## src/hdl/bpc_pkg.sv

```systemverilog
package bpc_pkg;

  // Register stages from the input beat to the output register.
  localparam int NSTAGE = 16;

  // The quotient unit: one quotient bit per stage, starting at stage DIV_FIRST.
  localparam int DIV_STEPS = 8;
  localparam int DIV_FIRST = 7;
  localparam int NUM_W     = 34;
  localparam int DEN_W     = 25;

  localparam logic [16:0] ONE_Q16 = 17'd65536;
  localparam logic [16:0] INK_MIN = 17'd128;

  // ceil(2^33 / 255): exact floor division by 255 for any dividend below 2^25.
  localparam logic [25:0] RECIP_255   = 26'd33686019;
  localparam int          RECIP_SHIFT = 33;

  // Alpha lock divides by 255 * 65536 and rounds half up.
  localparam logic [DEN_W-1:0] LOCK_DEN  = 25'd16711680;
  localparam logic [NUM_W-1:0] LOCK_BIAS = 34'd8355840;

  localparam logic [15:0] FULL_COLOR = 16'd65025;

  // Configuration register indexes.
  localparam logic [2:0] REG_SRC_RED     = 3'd0;
  localparam logic [2:0] REG_SRC_GREEN   = 3'd1;
  localparam logic [2:0] REG_SRC_BLUE    = 3'd2;
  localparam logic [2:0] REG_SRC_ALPHA   = 3'd3;
  localparam logic [2:0] REG_BLEND_MODE  = 3'd4;
  localparam logic [2:0] REG_ALPHA_LOCK  = 3'd5;
  localparam logic [2:0] REG_STAMP_ALPHA = 3'd6;

  // Blend mode codes; the codes above erase behave as normal.
  localparam logic [2:0] MODE_NORMAL   = 3'd0;
  localparam logic [2:0] MODE_MULTIPLY = 3'd1;
  localparam logic [2:0] MODE_SCREEN   = 3'd2;
  localparam logic [2:0] MODE_ADD      = 3'd3;
  localparam logic [2:0] MODE_ERASE    = 3'd4;

  // What travels beside the arithmetic once the pixel's outcome is known.
  typedef struct packed {
    logic       use_div;
    logic       written;
    logic [7:0] red;
    logic [7:0] green;
    logic [7:0] blue;
    logic [7:0] alpha;
  } side_t;

endpackage

```

## src/hdl/bpc_div.sv

```systemverilog
module bpc_div
  import bpc_pkg::*;
(
  input  logic                 clk,
  input  logic [DIV_STEPS-1:0] en,
  input  logic [NUM_W-1:0]     num,
  input  logic [DEN_W-1:0]     den,
  output logic [7:0]           quo
);

  logic [NUM_W-1:0] rem_q [DIV_STEPS-1];
  logic [DEN_W-1:0] den_q [DIV_STEPS-1];
  logic [7:0]       quo_q [DIV_STEPS];

  // Restoring division, most significant quotient bit first. The caller
  // guarantees the quotient fits in eight bits.
  for (genvar j = 0; j < DIV_STEPS; j++) begin : g_step
    localparam int SH = DIV_STEPS - 1 - j;

    logic [NUM_W-1:0] rem_in;
    logic [DEN_W-1:0] den_in;
    logic [7:0]       quo_in;
    logic [NUM_W-1:0] trial;
    logic             take;

    if (j == 0) begin : g_first
      assign rem_in = num;
      assign den_in = den;
      assign quo_in = 8'd0;
    end else begin : g_rest
      assign rem_in = rem_q[j-1];
      assign den_in = den_q[j-1];
      assign quo_in = quo_q[j-1];
    end

    assign trial = {{(NUM_W-DEN_W){1'b0}}, den_in} << SH;
    assign take  = (rem_in >= trial);

    // Earlier steps only set higher bits, so this bit is still clear.
    always_ff @(posedge clk) begin
      if (en[j]) begin
        quo_q[j] <= quo_in | ({7'd0, take} << SH);
      end
    end

    if (j < DIV_STEPS - 1) begin : g_keep
      always_ff @(posedge clk) begin
        if (en[j]) begin
          rem_q[j] <= take ? (rem_in - trial) : rem_in;
          den_q[j] <= den_in;
        end
      end
    end
  end

  assign quo = quo_q[DIV_STEPS-1];

endmodule

```

## config.mk

```make
export PLATFORM = sky130hd
export DESIGN_NAME = bpc_div
export DESIGN_NICKNAME = d
export VERILOG_FILES = /design/src/hdl/bpc_pkg.sv /design/src/hdl/bpc_div.sv
export SDC_FILE = /design/constraint.sdc
export NUM_CORES = 1
export LEC_CHECK = 0
export BUFFER_PORTS_ARGS = -buffer_cell sky130_fd_sc_hd__buf_2
export CAP_MARGIN = 10
export CORE_UTILIZATION = 65
export CTS_BUF_LIST = sky130_fd_sc_hd__clkbuf_2
export DETAILED_ROUTE_END_ITERATION = 8
export PLACE_DENSITY = 0.81
export SETUP_SLACK_MARGIN = 0.2
export SYNTH_ARGS = -nofsm -noshare
export SYNTH_HDL_FRONTEND = slang
export SYNTH_SLANG_ARGS = --single-unit
export TNS_END_PERCENT = 100
```

## constraint.sdc

```tcl
create_clock -name clk -period 3.7 [get_ports clk]
set_input_delay 0.555 -clock clk [delete_from_list [all_inputs] [get_ports clk]]
set_output_delay 0.555 -clock clk [all_outputs]
set_load 0.05 [all_outputs]
```

# After elaboration in Yosys (flattened, before gate mapping)
# Memories as Yosys holds them, arrays and structs flattened.
# Index checks and enable logic that the tools add are counted.
dict set report word_totals {
  reg_bits 0
  latchBits 0
  ramBits 477
  romBits 0
  input_bits 68
  out_inout_bits 8
  word_cells 48
  memories 3
}
dict set report classes {
  n_addsub 7
  multipliers 0
  div_mod_pow 0
  order_cmp 8
  eq_ne 0
  n_shift 0
  n_mux 23
  n_bitwise 7
  n_reduce_logical 0
}
# memory words word_bits rd rd_clocked_by_memory_dff write_ports line
set memory_table {}
lappend memory_table {rem_q 7 34 7 0 7 bpc_div.sv:11} ;# logic [NUM_W-1:0] rem_q [DIV_STEPS-1];
lappend memory_table {den_q 7 25 7 0 7 bpc_div.sv:12} ;# logic [DEN_W-1:0] den_q [DIV_STEPS-1];
lappend memory_table {quo_q 8 8 8 0 8 bpc_div.sv:13} ;# logic [7:0] quo_q [DIV_STEPS];
# operator n
set op_table {}
lappend op_table {{$mux W34} 7}
lappend op_table {{$ge A34 B25 Y1} 1}
lappend op_table {{$ge A34 B26 Y1} 1}
lappend op_table {{$ge A34 B27 Y1} 1}
lappend op_table {{$ge A34 B28 Y1} 1}
lappend op_table {{$ge A34 B29 Y1} 1}
lappend op_table {{$ge A34 B30 Y1} 1}
lappend op_table {{$ge A34 B31 Y1} 1}
lappend op_table {{$ge A34 B32 Y1} 1}
lappend op_table {{$sub A34 B26 Y34} 1}
lappend op_table {{$sub A34 B27 Y34} 1}
lappend op_table {{$sub A34 B28 Y34} 1}
lappend op_table {{$sub A34 B29 Y34} 1}
lappend op_table {{$sub A34 B30 Y34} 1}
lappend op_table {{$sub A34 B31 Y34} 1}
lappend op_table {{$sub A34 B32 Y34} 1}
lappend op_table {{$mux W1} 16}
lappend op_table {{$or A8 B1 Y8} 1}
lappend op_table {{$or A8 B2 Y8} 1}
lappend op_table {{$or A8 B3 Y8} 1}
lappend op_table {{$or A8 B4 Y8} 1}
lappend op_table {{$or A8 B5 Y8} 1}
lappend op_table {{$or A8 B6 Y8} 1}
lappend op_table {{$or A8 B7 Y8} 1}

# Longest topological paths before layout
# Gate-level depths: netlist (run 1).
# An unclocked memory read counts as a cell.
dict set report depth {
  word_depth 3
  depth_mapped 14
  mapped_depth_nobuf 14
}

# Worst setup path before layout (run 1)
# No wires, ideal clock.
dict set report synth_timing {
  path_type {register -> register}
  start {mem rem_q[3][3]}
  end {mem rem_q[4][21], data pin}
  setup_ns 0.260
  arrival_ns 2.905
  t_required_ns 3.440
  path_slack_ns 0.535
  stages_incl_launch_ff 13
  path_buffers 0
  period_less_slack_ns 3.165
  path_cell_list {edfxtp_1 inv_1 ha_1 inv_1 fa_1 a21o_1 a311o_1 a21oi_1 o22ai_1 o41a_1 or2_2 xor2_1 mux2_4}
}
# item line
set synth_lines {}
lappend synth_lines {{start, declared} bpc_div.sv:11}

==> impl_metrics.toml, run 1 <==
[routing]
post_drt_wl_per_cell_um = 17.6
routed_via_density = 5.91
drc_errors = 0
drtPass1Iterations = 6
wl_um = 58200
drtIter0Drc = 1401
detail-route-antenna-nets = 0
dr_total_vias = 19600

[critical_path]
crit_type = "reg -> reg"
start_kind = "flip-flop"
end_kind = "flip-flop"
crit_chain = "ha_1, nor2b_1, o31a_1, or3_1, a21oi_2, o21ai_1, a211oi_1, nor3_1, a2111oi_2, xor2_1"
cp_max_fo = 5
max_stage_delay_ns = 0.46
cpMaxStageDelayCell = "a211oi_1"
worst_ep_arrival_time_ns = 4.18
crit_required_ns = 4.48
rr_worst_depth = 10

[synth]
synthCells = 2471
synthesis.area_sq_mm = 0.0265
ys_seq_elements = 449
async_reset_ff_share_pct = 0
synth-edff-count = 449
syn-num-nets = 2746
yosysSeqAreaShare_pct = 50.9
synth.avg_cell_area_sq_um = 10.7
ys_warn_count = 0
synthFlopType = "edfxtp_1"
synth_cell_types = 78

[global_route]
grt_start_max_net_pins = 55
grt_pass1_wl_um = 93500
antenna_found_initial = 1
globalRouteTotalUtil_pct = 28.4
grt_overflow_total = 0
grt_pass1_vias = 19700

[timing]
finalClockSkew_ns = 0.108
clock.fmax_mhz = 294
finalCritPeriodShare_pct = 91.8
grt_setup_unrepaired = "yes"
slew_headroom_pct = 25.8
final.setup.tns_ns = 0
setup_viol = 0
hold_viol = 0
worstMarginPinSlew_ns = 1.11
period_needed_ns = 3.40
setup_slack_ns = 0.302
slew_viol_final = 0

[power]
power.switching_mw = 7.40
ir_worst_vdd_uv = 316
swShare_pct = 38.0
p_leak_nw = 12.3
power_density_mw_per_mm2 = 664
clock_power_share_pct = 15.5
internal_power_mw = 12.1
pwr-share-comb_pct = 43.8
power_frac_seq_pct = 40.8

[die]
die_h_um = 204
die_w_um = 204
io_pins = 76
die_area_sq_mm = 0.0416
start_util_pct = 66.3
rows = 73
core_sq_mm = 0.0399

[placed_design]
gp_congestion = 1.02
dp_hpwl_um = 44200
pre_cts_slack_ns = 0.00836
port_buffers = 75
post-place-cells = 3059

[cells_and_area]
area_delta_synth_final_pct = 10.8
nNetsFinal = 2982
final_layout_size_suffix_gt1_share_pct = 13.4
final_cell_count_no_fill = 3315

[clocking]
cts_sinks = 449
root_buffer = "clkbuf_2"
htreeDepth = 3
tritoncts = "done"
cts_buffers = 105
cts_buffer_depth = 3
clk_latency_ns = 1.06
clk_pin_slew_ns = 0.12

[hold_path]
worstHoldPathCells = 1
min_path_type = "in -> reg"

[run]
cap_violations = 0

[run_status]
status = "finished, final reports clean"
[critical path: cells and delay by family (launching register included)]
kind / cells / cell delay [ns]
XOR/XNOR: 1 / 0.13
adder cells (fa/ha/maj): 1 / 0.38
AND/OR/NAND/NOR: 3 / 0.67
AO/OA/AOI/OAI: 5 / 1.56
flip-flops: 1 / 0.42
[per-layer routing]
metal / part of all wire (%) / vias to the layer above / routed length (um) / global-route usage, %
met1: 38 / 9113 / 21900 / 29.7
li1: - / 9560 / - / -
met4: 5.0 / 0 / 2930 / 16.9
met3: 4.9 / 183 / 2840 / 4.43
met5: 0 / - / 0 / 0
met2: 52 / 739 / 30500 / 53.4
[cell usage in the layout, fill, tap and decap left out, types with 21 or more instances in the layout]
cell	instances
a21o_1	82
a21oi_1	222
buf_2	75
buf_4	38
clkbuf_2	150
clkinv_1	24
dlygate4sd3_1	62
edfxtp_1	449
ha_1	198
inv_1	262
mux2_2	41
nand2_1	183
nand2b_1	36
nand3_1	48
nand4_1	32
nor2_1	170
nor2b_1	21
nor3_1	39
o21a_1	32
o21ai_0	154
xnor2_1	99
xor2_1	75
[final cells by class]
class | count | area (sq um)
sequential | 449 | 13500
multi-input combinational | 1706 | 11900
fill | 2748 | 10600
timing repair buffer | 181 | 1400
inverter | 264 | 995
clock buffer | 150 | 751
tap | 525 | 657
clock inverter | 39 | 174
antenna | 1 | 2.50
[synth_stat cells, drive strengths merged, types with 44 or more instances]
master | count | area [sq um]
edfxtp | 449 | 13500
inv | 263 | 987
a21oi | 225 | 1130
ha | 200 | 2500
nand2 | 183 | 687
nor2 | 171 | 642
o21ai | 162 | 822
xnor2 | 99 | 867
a21o | 82 | 616
xor2 | 75 | 657
nand3 | 48 | 240
mux2 | 44 | 507
[flip-flops by register name, summed over array words and instances, names as in the netlist]
register	cells
den_q	175
quo_q	36
rem_q	238
[kinds of logic (layout without fill, tap and decap cells)]
family | after synthesis | after routing | share of synthesized area, %
AO/OA/AOI/OAI | 651 | 651 | 15.2
AND/OR/NAND/NOR | 625 | 625 | 11.4
flip-flops | 449 | 449 | 50.9
buffers and inverters | 316 | 634 | 4.62
adder cells (fa/ha/maj) | 207 | 207 | 9.98
XOR/XNOR | 174 | 174 | 5.75
multiplexers | 49 | 49 | 2.10
other | 0 | 1 | 0
[worst paths after layout]
path	from	end	slack, ns
worst min register to register	den_q[2][24]$_DFFE_PP_	den_q[3][24]$_DFFE_PP_	0.42
worst min-delay path	en[3]	rem_q[3][18]$_DFFE_PP_	0.09
worst max register to register	rem_q[2][6]$_DFFE_PP_	rem_q[3][32]$_DFFE_PP_	0.30
worst max-delay path	rem_q[2][6]$_DFFE_PP_	rem_q[3][32]$_DFFE_PP_	0.30
[stage by stage]
step	hold slack, ns	util [%]	power [mW]	area, sq um
finish	0.0878	73.5	19.5	29300
floorplan	0.400	-	14.1	26500
global placement	0.405	69.3	15.9	27700
CTS	0.00653	73.2	19.3	29200
global route	0.0356	73.5	20.8	29300
detailed placement	0.406	69.3	16.2	27700
[power by group through the flow]
stage,clock (mW),combinational [mW],sequential (mW)
after floorplan,0,6.33,7.77
after global placement,0,7.93,8.00
after global routing,3.32,9.39,8.05
final,3.01,8.53,7.94
after CTS,3.10,8.28,7.92
after detailed placement,0,8.18,8.03
[timing repair]
item,CTS,global route
resized for setup,2,24
hold endpoints to repair,112,0
hold buffers,62,0
pin swaps,1,3
setup endpoints to repair,9,74
setup buffers,1,3
Note: power is estimated with default switching activity, not from simulation.
==> run 2, diff against run 1 <==
--- a/config.mk
+++ b/config.mk
@@ -11,6 +11,7 @@
 export CTS_BUF_LIST = sky130_fd_sc_hd__clkbuf_2
 export DETAILED_ROUTE_END_ITERATION = 8
 export PLACE_DENSITY = 0.81
+export RECOVER_POWER = 100
 export SETUP_SLACK_MARGIN = 0.2
 export SYNTH_ARGS = -nofsm -noshare
 export SYNTH_HDL_FRONTEND = slang
==> impl_metrics.toml, run 2 (synthesized netlist as in run 1, its figures left out) <==
[critical_path]
end_kind = "flip-flop"
crit_type = "reg -> reg"
worst_ep_arrival_time_ns = 4.30
start_kind = "flip-flop"
cp_max_fo = 11
crit_required_ns = 4.47

[power]
ir_worst_vdd_uv = 326
power_density_mw_per_mm2 = 664
p_leak_nw = 12.1

[hold_path]
min_path_type = "in -> reg"

[routing]
drc_errors = 0
post_drt_wl_per_cell_um = 17.5
wl_um = 58100
detail-route-antenna-nets = 0
dr_total_vias = 19600
drtIter0Drc = 1472
drtPass1Iterations = 6
routed_via_density = 5.90

[global_route]
globalRouteTotalUtil_pct = 28.4
grt_start_max_net_pins = 55
grt_pass1_wl_um = 93500
grt_overflow_total = 0
grt_pass1_vias = 19700
antenna_found_initial = 1

[cells_and_area]
final_cell_mix = "edfxtp_1 (449), inv_1 (262), a21oi_1 (222)"
final_cell_count_no_fill = 3315
final_area_sq_mm = 0.0292
final_layout_size_suffix_gt1_share_pct = 10.9
layout_commonest_cell = "edfxtp_1"
largest_reg_flops = 238
reg_top3 = "rem_q x238, den_q x175, quo_q x36"
area_delta_synth_final_pct = 10.1
nNetsFinal = 2982
regMostFlops = "rem_q"

[timing]
setup_viol = 0
grt_setup_unrepaired = "yes"
final.setup.tns_ns = 0
finalCritPeriodShare_pct = 95.4
hold_viol = 0
slew_headroom_pct = -75.8
worstMarginPinSlew_ns = 2.64
clock.fmax_mhz = 283
finalClockSkew_ns = 0.109
period_needed_ns = 3.53
slew_viol_final = 306

[run_status]
status = "finished, violations left"
violations = "max-capacitance violations, max-slew violations"

[clocking]
cts_buffers = 105
root_buffer = "clkbuf_2"
cts_sinks = 449
tritoncts = "done"
cts_buffer_depth = 3
clk_latency_ns = 1.05
htreeDepth = 3
clk_pin_slew_ns = 0.09

[die]
io_pins = 76
die_area_sq_mm = 0.0416
die_h_um = 204
die_w_um = 204
rows = 73
start_util_pct = 66.3
core_sq_mm = 0.0399

[run]
cap_violations = 7

[placed_design]
post-place-cells = 3059
dp_hpwl_um = 44200
port_buffers = 75
postPlaceCellArea_sq_mm = 0.0277
gp_congestion = 1.02
==> run 2: critical path: stages (launching register included) <==
cell       delay [ns]
edfxtp_1         0.41
ha_1             0.39
and4_1           0.25
o21a_1           0.13
o31a_1           0.20
nor4b_2          0.09
or3_1            0.46
a2111oi_0        0.61
nor2_2           0.16
buf_4            0.21
nor4b_2          0.26
xor2_1           0.11
==> run 2: power breakdown <==
part / total [mW] / switching, mW / internal [mW]
Clock: 3.01 / 1.90 / 1.11
Sequential: 7.95 / 0.689 / 7.26
Combinational: 8.42 / 4.76 / 3.66
==> run 2: metal layers <==
layer | vias up | wire [um] | GRT usage (%)
li1 | 9563 | - | -
met1 | 9087 | 21900 | 29.7
met2 | 699 | 30400 | 53.4
met3 | 201 | 2710 | 4.43
met4 | 0 | 3050 | 16.9
met5 | - | 0 | 0
==> run 2: cell type report <==
| type | count | area (sq um) |
|---|---|---|
| Clock buffer | 150 | 751 |
| Timing Repair Buffer | 181 | 1280 |
| Clock inverter | 39 | 174 |
| Sequential cell | 449 | 13500 |
| Tap cell | 525 | 657 |
| Multi-Input combinational cell | 1706 | 11800 |
| Inverter | 264 | 995 |
| Fill cell | 2813 | 10800 |
| Antenna cell | 1 | 2.50 |
==> run 2: worst paths after layout <==
check | start | to | slack, ns | cells past startpoint
min reg2reg | quo_q[1][22]$_DFFE_PP_ | quo_q[1][30]$_DFFE_PP_ | 0.41 | 0
min | num[4] | rem_q[0][4]$_DFFE_PP_ | 0.28 | 2
max reg2reg | rem_q[5][8]$_DFFE_PP_ | rem_q[6][27]$_DFFE_PP_ | 0.17 | 11
max | rem_q[5][8]$_DFFE_PP_ | rem_q[6][27]$_DFFE_PP_ | 0.17 | 11
==> run 2: repair_timing <==
item,CTS,global route
hold endpoints to repair,112,0
pin swaps,1,3
resized for setup,2,24
buffers inserted,1,3
setup endpoints to repair,9,74
hold buffers,62,0
==> run 2: stage by stage <==
stage / utilization, % / power, mW / setup WS (ns) / hold slack (ns)
6_report: 73.1 / 19.4 / 0.170 / 0.282
5_1_grt: 73.1 / 20.7 / 0.0514 / 0.220
4_1_cts: 73.2 / 19.3 / 0.219 / 0.00653
3_5_place_dp: 69.3 / 16.2 / 0.00836 / 0.406
3_3_place_gp: 69.3 / 15.9 / 0.0843 / 0.405
2_1_floorplan: - / 14.1 / 0.535 / 0.400
